===== src/jsu_pkg.sv =====
`default_nettype none
package jsu_pkg;

   localparam int MaxResults = 4;
   localparam int CountWidth = $clog2(MaxResults + 1);
   localparam int IndexWidth = $clog2(MaxResults);

   localparam logic [1:0] MODE_TEXT = 2'd0;
   localparam logic [1:0] MODE_ESC  = 2'd1;
   localparam logic [1:0] MODE_HEX  = 2'd2;

   localparam logic [1:0] KIND_DATA  = 2'd0;
   localparam logic [1:0] KIND_ERROR = 2'd1;
   localparam logic [1:0] KIND_DONE  = 2'd2;

   localparam logic [1:0] ERR_NONE   = 2'd0;
   localparam logic [1:0] ERR_ESCAPE = 2'd1;
   localparam logic [1:0] ERR_HEX    = 2'd2;
   localparam logic [1:0] ERR_END    = 2'd3;

   localparam logic [7:0] CHAR_BACKSLASH = 8'h5C;
   localparam logic [7:0] CHAR_QUOTE     = 8'h22;
   localparam logic [7:0] CHAR_SLASH     = 8'h2F;
   localparam logic [7:0] CHAR_U         = 8'h75;
   localparam logic [7:0] CHAR_B         = 8'h62;
   localparam logic [7:0] CHAR_F         = 8'h66;
   localparam logic [7:0] CHAR_N         = 8'h6E;
   localparam logic [7:0] CHAR_R         = 8'h72;
   localparam logic [7:0] CHAR_T         = 8'h74;

   localparam logic [7:0] CTRL_BS = 8'h08;
   localparam logic [7:0] CTRL_FF = 8'h0C;
   localparam logic [7:0] CTRL_LF = 8'h0A;
   localparam logic [7:0] CTRL_CR = 8'h0D;
   localparam logic [7:0] CTRL_HT = 8'h09;

   typedef struct packed {
      logic [1:0]  mode;
      logic [15:0] acc;
      logic [1:0]  cnt;
   } state_type;

   typedef struct packed {
      logic [1:0] kind;
      logic [7:0] data;
      logic [1:0] err;
   } result_type;

   typedef struct packed {
      result_type [MaxResults-1:0] item;
      logic [CountWidth-1:0]       count;
   } burst_type;

   // valid flag on top, digit value below
   function automatic logic [4:0] hex_digit(input logic [7:0] c);
      logic [4:0] r;
      r = 5'd0;
      if (c >= 8'h30 && c <= 8'h39) begin
         r = {1'b1, 4'(c - 8'h30)};
      end else if (c >= 8'h61 && c <= 8'h66) begin
         r = {1'b1, 4'(c - 8'h57)};
      end else if (c >= 8'h41 && c <= 8'h46) begin
         r = {1'b1, 4'(c - 8'h37)};
      end
      return r;
   endfunction

endpackage
`default_nettype wire


===== src/jsu_decode.sv =====
`default_nettype none
module jsu_decode (
   input  jsu_pkg::state_type state_cur,
   input  logic [7:0]         in_byte,
   input  logic               end_of_input,
   output jsu_pkg::state_type state_nxt,
   output jsu_pkg::burst_type burst
);
   import jsu_pkg::*;

   logic [4:0]  hexv;
   logic [15:0] acc_new;
   logic [7:0]  u0, u1, u2;
   logic [1:0]  ucount;
   logic [7:0]  esc_val;
   logic        esc_simple;

   assign hexv    = hex_digit(in_byte);
   assign acc_new = {state_cur.acc[11:0], hexv[3:0] & {4{hexv[4]}}};

   always_comb begin
      u0 = 8'd0;
      u1 = 8'd0;
      u2 = 8'd0;
      if (acc_new[15:7] == 9'd0) begin
         u0     = {1'b0, acc_new[6:0]};
         ucount = 2'd1;
      end else if (acc_new[15:11] == 5'd0) begin
         u0     = {3'b110, acc_new[10:6]};
         u1     = {2'b10, acc_new[5:0]};
         ucount = 2'd2;
      end else begin
         u0     = {4'b1110, acc_new[15:12]};
         u1     = {2'b10, acc_new[11:6]};
         u2     = {2'b10, acc_new[5:0]};
         ucount = 2'd3;
      end
   end

   always_comb begin
      esc_simple = 1'b1;
      case (in_byte)
         CHAR_QUOTE:     esc_val = CHAR_QUOTE;
         CHAR_BACKSLASH: esc_val = CHAR_BACKSLASH;
         CHAR_SLASH:     esc_val = CHAR_SLASH;
         CHAR_B:         esc_val = CTRL_BS;
         CHAR_F:         esc_val = CTRL_FF;
         CHAR_N:         esc_val = CTRL_LF;
         CHAR_R:         esc_val = CTRL_CR;
         CHAR_T:         esc_val = CTRL_HT;
         default: begin
            esc_val    = 8'd0;
            esc_simple = 1'b0;
         end
      endcase
   end

   always_comb begin
      state_nxt = state_cur;
      burst     = '0;
      if (end_of_input) begin
         burst.item[0] = '{kind: KIND_ERROR, data: 8'd0, err: ERR_END};
         burst.count   = CountWidth'(1);
         state_nxt     = '{mode: MODE_TEXT, acc: 16'd0, cnt: 2'd0};
      end else if (state_cur.mode == MODE_ESC) begin
         if (esc_simple) begin
            burst.item[0] = '{kind: KIND_DATA, data: esc_val, err: ERR_NONE};
            burst.count   = CountWidth'(1);
            state_nxt     = '{mode: MODE_TEXT, acc: 16'd0, cnt: 2'd0};
         end else if (in_byte == CHAR_U) begin
            state_nxt = '{mode: MODE_HEX, acc: 16'd0, cnt: 2'd0};
         end else begin
            burst.item[0] = '{kind: KIND_ERROR, data: 8'd0, err: ERR_ESCAPE};
            burst.count   = CountWidth'(1);
            state_nxt     = '{mode: MODE_TEXT, acc: 16'd0, cnt: 2'd0};
         end
      end else if (state_cur.mode == MODE_HEX) begin
         if (state_cur.cnt == 2'd3) begin
            if (!hexv[4]) begin
               burst.item[0] = '{kind: KIND_ERROR, data: 8'd0, err: ERR_HEX};
               burst.item[1] = '{kind: KIND_DATA, data: u0, err: ERR_NONE};
               burst.item[2] = '{kind: KIND_DATA, data: u1, err: ERR_NONE};
               burst.item[3] = '{kind: KIND_DATA, data: u2, err: ERR_NONE};
               burst.count   = CountWidth'(ucount) + CountWidth'(1);
            end else begin
               burst.item[0] = '{kind: KIND_DATA, data: u0, err: ERR_NONE};
               burst.item[1] = '{kind: KIND_DATA, data: u1, err: ERR_NONE};
               burst.item[2] = '{kind: KIND_DATA, data: u2, err: ERR_NONE};
               burst.count   = CountWidth'(ucount);
            end
            state_nxt = '{mode: MODE_TEXT, acc: 16'd0, cnt: 2'd0};
         end else begin
            if (!hexv[4]) begin
               burst.item[0] = '{kind: KIND_ERROR, data: 8'd0, err: ERR_HEX};
               burst.count   = CountWidth'(1);
            end
            state_nxt.acc = acc_new;
            state_nxt.cnt = state_cur.cnt + 2'd1;
         end
      end else begin
         if (in_byte == CHAR_BACKSLASH) begin
            state_nxt.mode = MODE_ESC;
         end else if (in_byte == CHAR_QUOTE) begin
            burst.item[0] = '{kind: KIND_DONE, data: 8'd0, err: ERR_NONE};
            burst.count   = CountWidth'(1);
            state_nxt     = '{mode: MODE_TEXT, acc: 16'd0, cnt: 2'd0};
         end else begin
            burst.item[0]  = '{kind: KIND_DATA, data: in_byte, err: ERR_NONE};
            burst.count    = CountWidth'(1);
            state_nxt.mode = MODE_TEXT;
         end
      end
   end

endmodule
`default_nettype wire


===== src/json_string_unescaper_core.sv =====
// JSON string body decoder.
// Request channel (req_valid/req_stall) carries one string-body byte per word,
// starting after the opening quote, or an end-of-input marker.
// Response channel (rsp_valid/rsp_stall) carries decoded words: data bytes,
// error reports and string-finished marks; rsp_last flags the final response
// word caused by one request word.
// Each accepted request is decoded in its accept cycle; its zero to four
// response words land in a burst register and appear from the next cycle on,
// one word per cycle while the receiver does not stall.
// Throughput: one request word per cycle while each request yields at most one
// response word and rsp_stall is low; N words from one request hold the
// response side until all have left. The burst register is the limit: a new
// request is taken in the cycle the last word of a burst leaves, or when empty.
// Requests that yield no response (backslash, \u, first three valid hex digits)
// leave the burst register empty and show nothing.
// Reset empties the burst register and returns the parser to text mode.
// While rsp_stall is high the current response word holds and req_stall rises
// once a burst is pending.
`default_nettype none
module json_string_unescaper_core (
   input  logic       clock,
   input  logic       reset,
   input  logic       req_valid,
   output logic       req_stall,
   input  logic [7:0] req_in_byte,
   input  logic       req_end_of_input,
   output logic       rsp_valid,
   input  logic       rsp_stall,
   output logic [1:0] rsp_kind,
   output logic [7:0] rsp_out_byte,
   output logic [1:0] rsp_error_code,
   output logic       rsp_last
);
   import jsu_pkg::*;

   state_type                    state_ff, state_in, state_dec;
   burst_type                    burst_dec;
   result_type [MaxResults-1:0]  item_ff;
   logic [CountWidth-1:0]        count_ff, count_in;
   logic [IndexWidth-1:0]        idx_ff, idx_in;
   logic                         req_fire, rsp_fire, idx_at_end, drain_last;
   result_type                   cur;

   jsu_decode u_decode (
      .state_cur    (state_ff),
      .in_byte      (req_in_byte),
      .end_of_input (req_end_of_input),
      .state_nxt    (state_dec),
      .burst        (burst_dec)
   );

   assign rsp_valid  = (count_ff != '0);
   assign idx_at_end = ({1'b0, idx_ff} == count_ff - CountWidth'(1));
   assign rsp_fire   = rsp_valid && !rsp_stall;
   assign drain_last = rsp_fire && idx_at_end;
   assign req_stall  = rsp_valid && !drain_last;
   assign req_fire   = req_valid && !req_stall;

   assign cur            = item_ff[idx_ff];
   assign rsp_kind       = cur.kind;
   assign rsp_out_byte   = cur.data;
   assign rsp_error_code = cur.err;
   assign rsp_last       = idx_at_end;

   always_comb begin
      state_in = state_ff;
      count_in = count_ff;
      idx_in   = idx_ff;
      if (req_fire) begin
         state_in = state_dec;
         count_in = burst_dec.count;
         idx_in   = '0;
      end else if (drain_last) begin
         count_in = '0;
         idx_in   = '0;
      end else if (rsp_fire) begin
         idx_in = idx_ff + IndexWidth'(1);
      end
   end

   always_ff @(posedge clock) begin
      if (reset) begin
         state_ff <= '{mode: MODE_TEXT, acc: 16'd0, cnt: 2'd0};
         count_ff <= '0;
         idx_ff   <= '0;
      end else begin
         state_ff <= state_in;
         count_ff <= count_in;
         idx_ff   <= idx_in;
      end
   end

   always_ff @(posedge clock) begin
      if (req_fire) begin
         item_ff <= burst_dec.item;
      end
   end

   a_idx_in_burst: assert property (@(posedge clock) disable iff (reset)
      rsp_valid |-> ({1'b0, idx_ff} < count_ff))
      else $error("response index beyond burst");

   a_reset_empty: assert property (@(posedge clock)
      $past(reset) |-> !rsp_valid)
      else $error("response pending after reset");

   a_mode_legal: assert property (@(posedge clock) disable iff (reset)
      state_ff.mode != 2'd3)
      else $error("unused parser mode reached");

   a_burst_continues: assert property (@(posedge clock) disable iff (reset)
      (rsp_fire && !rsp_last) |=> rsp_valid)
      else $error("burst cut short");

   a_no_take_while_busy: assert property (@(posedge clock) disable iff (reset)
      (rsp_valid && rsp_stall) |-> req_stall)
      else $error("request taken while response held");

endmodule
`default_nettype wire


===== config.mk =====
export PLATFORM = sky130hd
export DESIGN_NAME = json_string_unescaper_core
export DESIGN_NICKNAME = d
export VERILOG_FILES = /design/src/jsu_pkg.sv /design/src/jsu_decode.sv /design/src/json_string_unescaper_core.sv
export SDC_FILE = /design/constraint.sdc
export NUM_CORES = 1
export LEC_CHECK = 0
export BUFFER_PORTS_ARGS = -buffer_cell sky130_fd_sc_hd__buf_2
export CELL_PAD_IN_SITES_DETAIL_PLACEMENT = 1
export CELL_PAD_IN_SITES_GLOBAL_PLACEMENT = 1
export CORE_ASPECT_RATIO = 2
export CORE_UTILIZATION = 30
export CTS_CLUSTER_SIZE = 28
export DETAILED_ROUTE_END_ITERATION = 16
export GPL_TIMING_DRIVEN = 1
export PLACE_DENSITY = 0.56
export SYNTH_ARGS = -nofsm -noshare
export SYNTH_HDL_FRONTEND = slang
export SYNTH_SLANG_ARGS = --single-unit

===== constraint.sdc =====
create_clock -name clock -period 3.4 [get_ports clock]
set_clock_uncertainty 0.15 [all_clocks]
set_input_delay 0.68 -clock clock [delete_from_list [all_inputs] [get_ports clock]]
set_output_delay 0.68 -clock clock [all_outputs]
set_load 0.005 [all_outputs]

# Word-level counts from Yosys, hierarchy flattened
# Cells that the tools add are included.
# classes
n_lt_le_gt_ge,7
eq_ne,15
n_reduce_logical,21
addsub,7
mux,37
bitwise,3
# ops
op,n
20-bit 2-to-1 mux,5
15-bit 2-to-1 mux,6
8-bit by 7-bit equality test with 1-bit output (second input constant),7
7-bit case mux with 8 select lines,1
18-bit 2-to-1 mux,3
37-bit 2-to-1 mux,1
8-bit 2-to-1 mux,4
14-bit 2-to-1 mux,2
12-bit binary-select mux with 2-bit select,1
8-bit by 6-bit equality test with 1-bit output (second input constant),2
8-bit by 7-bit greater-or-equal comparator with 1-bit output (second input constant),2
8-bit by 7-bit less-or-equal comparator with 1-bit output (second input constant),2
5-bit 2-to-1 mux,3
12-bit 2-to-1 mux,1
6-bit 2-to-1 mux,2
9-bit logical NOT,1
3-bit 2-to-1 mux,3
8-bit by 6-bit greater-or-equal comparator with 1-bit output (second input constant),1
8-bit by 6-bit less-or-equal comparator with 1-bit output (second input constant),1
8-bit OR reduction,1
4-bit by 3-bit subtractor with 4-bit output (second input constant),2
1-bit logical AND,7
5-bit logical NOT,1
5-bit OR reduction,1
other kinds (22),30
# totals
register_bits,69
in_bits,13
output_inout_bits,15

# Logic depth before layout (Yosys ltp)
# logic_depth
ltp_word,14
mapped_depth,10

# By module
# Synthesis repeated with hierarchy kept, for this count alone.
# hier_totals
cells_unflattened,427
area_unflattened_um2,4433.0
# by_module_without_submodules
mod,seq_area_each_um2,n_inst,cells_per_inst,area_per_inst_um2
json_string_unescaper_core,1941.9,1,160,2777.7
jsu_decode,0.0,1,267,1655.3

# Least setup slack after synthesis
# No wires, ideal clock.
# synth_path
path_kind,reg2reg
start,register count_ff[0]
end,register item_ff[0] in the netlist's numbering (enable)
setup_time_ns,0.427
slack_ns,0.086
arrival_time_ns,2.737
period_less_slack_ns,3.314
stages_incl_launch_ff,6
cell_sequence,dfxtp_1 inv_1 ha_1 xnor2_1 o41a_1 nor2_1
# synth_between
elab_chain_cells,7
# synth_rtl
element,line,source
from (decl),json_string_unescaper_core.sv:39,"logic [CountWidth-1:0] count_ff, count_in;"
from (signal assigned),json_string_unescaper_core.sv:88,count_ff <= count_in;
3-bit by 1-bit subtractor with 3-bit output or 3-bit nonzero test (tied branches),"json_string_unescaper_core.sv:53, json_string_unescaper_core.sv:52",
2-bit by 3-bit equality test with 1-bit output or 1-bit logical AND (tied branches),"json_string_unescaper_core.sv:53, json_string_unescaper_core.sv:54",
1-bit logical AND,json_string_unescaper_core.sv:55,assign drain_last = rsp_fire && idx_at_end;
1-bit logical NOT,json_string_unescaper_core.sv:56,assign req_stall = rsp_valid && !drain_last;
1-bit logical AND *,json_string_unescaper_core.sv:56,
net req_stall,json_string_unescaper_core.sv:24,"output logic req_stall,"
1-bit logical NOT *,json_string_unescaper_core.sv:57,assign req_fire = req_valid && !req_stall;
1-bit logical AND *,json_string_unescaper_core.sv:57,
net req_fire,json_string_unescaper_core.sv:41,"logic req_fire, rsp_fire, idx_at_end, drain_last;"
to (signal assigned),json_string_unescaper_core.sv:95,item_ff <= burst_dec.item;
to (decl),json_string_unescaper_core.sv:38,result_type [MaxResults-1:0] item_ff;
# The timed path passes the listed nets; every way through them passes the cells marked *.
# A chain may end at the register's enable or synchronous reset.

# Worst setup path after layout
# layout_path
start,input req_in_byte[0]
end,register state_ff[3] in the netlist's numbering
# layout_between
elab_chain_cells,10
# layout_rtl
element,line,source
from (decl),json_string_unescaper_core.sv:25,"input logic [7:0] req_in_byte,"
8-bit by 7-bit greater-or-equal comparator with 1-bit output or 8-bit by 7-bit less-or-equal comparator with 1-bit output (tied branches),jsu_pkg.sv:62,end else if (c >= 8'h41 && c <= 8'h46) begin
1-bit logical AND,jsu_pkg.sv:62,
5-bit 2-to-1 mux,jsu_pkg.sv:62,
5-bit 2-to-1 mux,jsu_pkg.sv:60,end else if (c >= 8'h61 && c <= 8'h66) begin
5-bit 2-to-1 mux,jsu_pkg.sv:58,if (c >= 8'h30 && c <= 8'h39) begin
4-bit AND,jsu_decode.sv:19,"assign acc_new = {state_cur.acc[11:0], hexv[3:0] & {4{hexv[4]}}};"
18-bit 2-to-1 mux,jsu_decode.sv:78,if (state_cur.cnt == 2'd3) begin
20-bit 2-to-1 mux,jsu_decode.sv:77,end else if (state_cur.mode == MODE_HEX) begin
20-bit 2-to-1 mux,jsu_decode.sv:65,end else if (state_cur.mode == MODE_ESC) begin
20-bit 2-to-1 mux,jsu_decode.sv:61,if (end_of_input) begin
to (signal assigned),json_string_unescaper_core.sv:83,"state_ff <= '{mode: MODE_TEXT, acc: 16'd0, cnt: 2'd0};"
to (signal assigned),json_string_unescaper_core.sv:87,state_ff <= state_in;
to (decl),json_string_unescaper_core.sv:36,"state_type state_ff, state_in, state_dec;"
# Parallel ways exist; a longest one is shown, timed or not.

==> reports/qor.txt <==
met3 Track Usage GR - 0.0122
post-route ant nets - 0
drt drc - 0
Mean Syn Cell Area - 9.84 um^2
CTS Sinks - 55
# H-tree levels - 2
Skew-Pair Late Insertion Delay - 0.30 ns
Die Y - 150 um
dpl hpwl - 8450 um
CP Launch Type - primary input
Tmin final - 2.94 ns
Avg Vias per Cell - 5.46
worst slew pin tran - 0.705 ns
Cell variety after synth - 65
maximum buffer depth of the clock tree - 2
Top Ports - 28
Slew Viols, Final - 0
Layout area overhead - 15.3%
largest stage delay on the critical path - 0.58 ns
WHS - 0.306 ns
CP delay by family, top - simple AND/OR/NAND/NOR gates
CTS tree - yes
Post-CTS Resized - 0
Reg clk slew, reported paths - 0.07 ns
CP bufs+invs - 2
die width - 76.0 um
Synth Register Bits - 55
nets - 390
fmax - 341 MHz
CTS Hold Bufs - 0
sequential share of the synthesized area - 0.439
GRT overflow - 0
Syn. warnings - 0
final setup TNS - 0 ns
detailed-route via count - 2,758
post-route insts no fill - 505
largest net degree at the start of global routing - 35
placed insts - 497
total CTS buffers - 5
busiest layer in global routing - met2
Starting Density - 0.310
placer congestion estimate - 0.906
final hold vios - 0
number of global-route vias before repair - 2,970
Port Buffers - 27
ANT cells - 0
Mapped Cells - 334
GRT met2 Usage - 0.385
total power - 1500 uW
Top FF cell, synth - edfxtp_1
Cell Area, Synth - 3290 um^2
Worst setup EP type - register
critical path's slowest cell - or3_1
std cell rows - 53
outcome - complete, no violations
Routed WL per cell - 21.0 um
layout cells sized above 1 - 0.163
number of detailed-route iterations in the first pass - 4
setup violators final - 0
initial antenna violation count - 0
Leakage - 0.00135 uW
RSZ-0062 raised after global routing - no
Slew headroom - 0.526
Die ar. - 11,400 um^2
core area - 10,600 um^2
max-cap viol count - 0
postcts setup bufs - 0
DR iter-0 viols - 181
GR Util All Layers - 0.192
Root Driver - clkbuf_16
final wirelength - 10,600 um
FFs w/ async S/R, synth - 0
worst path cell trace - buf_2 -> inv_1 -> ha_1 -> or3b_2 -> o21ba_1 -> or3_1 -> a22oi_1 -> nor2_1
peak supply drop - 0.192 mV
power per cell area - 397 nW/um^2
crit path DAT - 2.97 ns
WP data required - 3.43 ns
first-pass GRT wire length - 16,400 um
hold crit path type - reg -> reg
M1 GR Usage - 0.183
number of synthesized flops with an enable pin - 34
fin crit share - 0.863
Worst Setup Path Type - in -> reg
CP max FO - 14
-- worst min-delay path: stages (launching register included) --
cell     delay [ns]
dfxtp_1        0.33
nand2_1        0.05
o31ai_1        0.05
-- metal layers --
| metal | share of wire | up-vias |
|---|---|---|
| met5 | 0 | - |
| met4 | 0.063 | 0 |
| met3 | 0.020 | 31 |
| met2 | 0.56 | 73 |
| met1 | 0.35 | 1334 |
| li1 | - | 1320 |
-- layout by cell type, fill, tap and decap left out, types with 3 or more instances in the layout --
master	count
a211oi_1	3
a21oi_1	17
a22oi_1	13
a31oi_1	3
and2_1	9
buf_2	27
buf_4	13
clkbuf_16	5
conb_1	4
dfxtp_1	21
edfxtp_1	34
ha_1	10
inv_1	14
mux2i_1	4
mux4_2	7
nand2_1	22
nand2b_1	8
nand3_1	15
nor2_1	34
nor2b_1	4
nor3_1	7
nor3b_1	4
nor4_1	5
o211ai_1	5
o21ai_0	4
o21ai_1	7
o22ai_1	6
or2_1	3
or3_1	5
xnor2_1	3
xor2_1	3
-- worst paths after layout --
check | cells past startpoint | slack [ns] | startpoint | to
max | 8 | 0.46 | req_in_byte[0] | state_ff[3]
min | 2 | 0.31 | count_ff[1] | count_ff[1]
max reg2reg | 5 | 0.66 | state_ff[9] | item_ff[4]
min reg2reg | 2 | 0.31 | count_ff[1] | count_ff[1]
-- layout make-up --
type / count / area (um^2)
fill: 1238 / 6820
multi-input combinational: 251 / 1730
sequential: 55 / 1440
timing repair buffer: 40 / 233
tap: 137 / 171
clock buffer: 5 / 125
inverter: 14 / 52.6
clock inverter: 3 / 38.8
-- report_power, final --
part,leakage (uW),total (uW),internal [uW],switching (uW)
combinational,0.000763,171,66.1,105
sequential,0.000504,749,740,9.06
clock,0.0000812,584,344,240
total,0.00135,1500,1150,354
-- cell families after synthesis --
kind of cell	Yosys count	synth area share
muxes	11	0.0601
AOI/OAI and AO/OA	85	0.182
buffers and inverters	31	0.0400
xor gates and xnor gates	6	0.0160
adders and majority gates	10	0.0381
and+or+nand+nor	135	0.225
other	1	0.00114
DFF	55	0.439
-- metrics by stage --
| stage | util | area (um^2) | setup slack (ns) |
|---|---|---|---|
| 2_1_floorplan | - | 3300 | 0.0860 |
| 3_3_place_gp | 0.342 | 3630 | 0.172 |
| 6_report | 0.357 | 3790 | 0.465 |
| 4_1_cts | 0.357 | 3790 | 0.459 |
| 3_5_place_dp | 0.342 | 3630 | 0.154 |
| 5_1_grt | 0.357 | 3790 | 0.371 |
-- flip-flops by register name, indices dropped and copies added (netlist names) --
| name | cells |
|---|---|
| count_ff | 3 |
| idx_ff | 2 |
| item_ff | 34 |
| state_ff | 16 |
-- cell usage after synthesis, types with 8 or more instances --
cell / n / area, um^2
a21oi_1: 17 / 85.1
a22oi_1: 13 / 97.6
and2_1: 9 / 56.3
clkbuf_1: 8 / 30.0
dfxtp_1: 21 / 420
edfxtp_1: 34 / 1020
ha_1: 10 / 125
inv_1: 14 / 52.6
nand2_1: 22 / 82.6
nand2b_1: 8 / 50.1
nand3_1: 15 / 75.1
nor2_1: 35 / 131
Power figures use the tool's default switching activity.
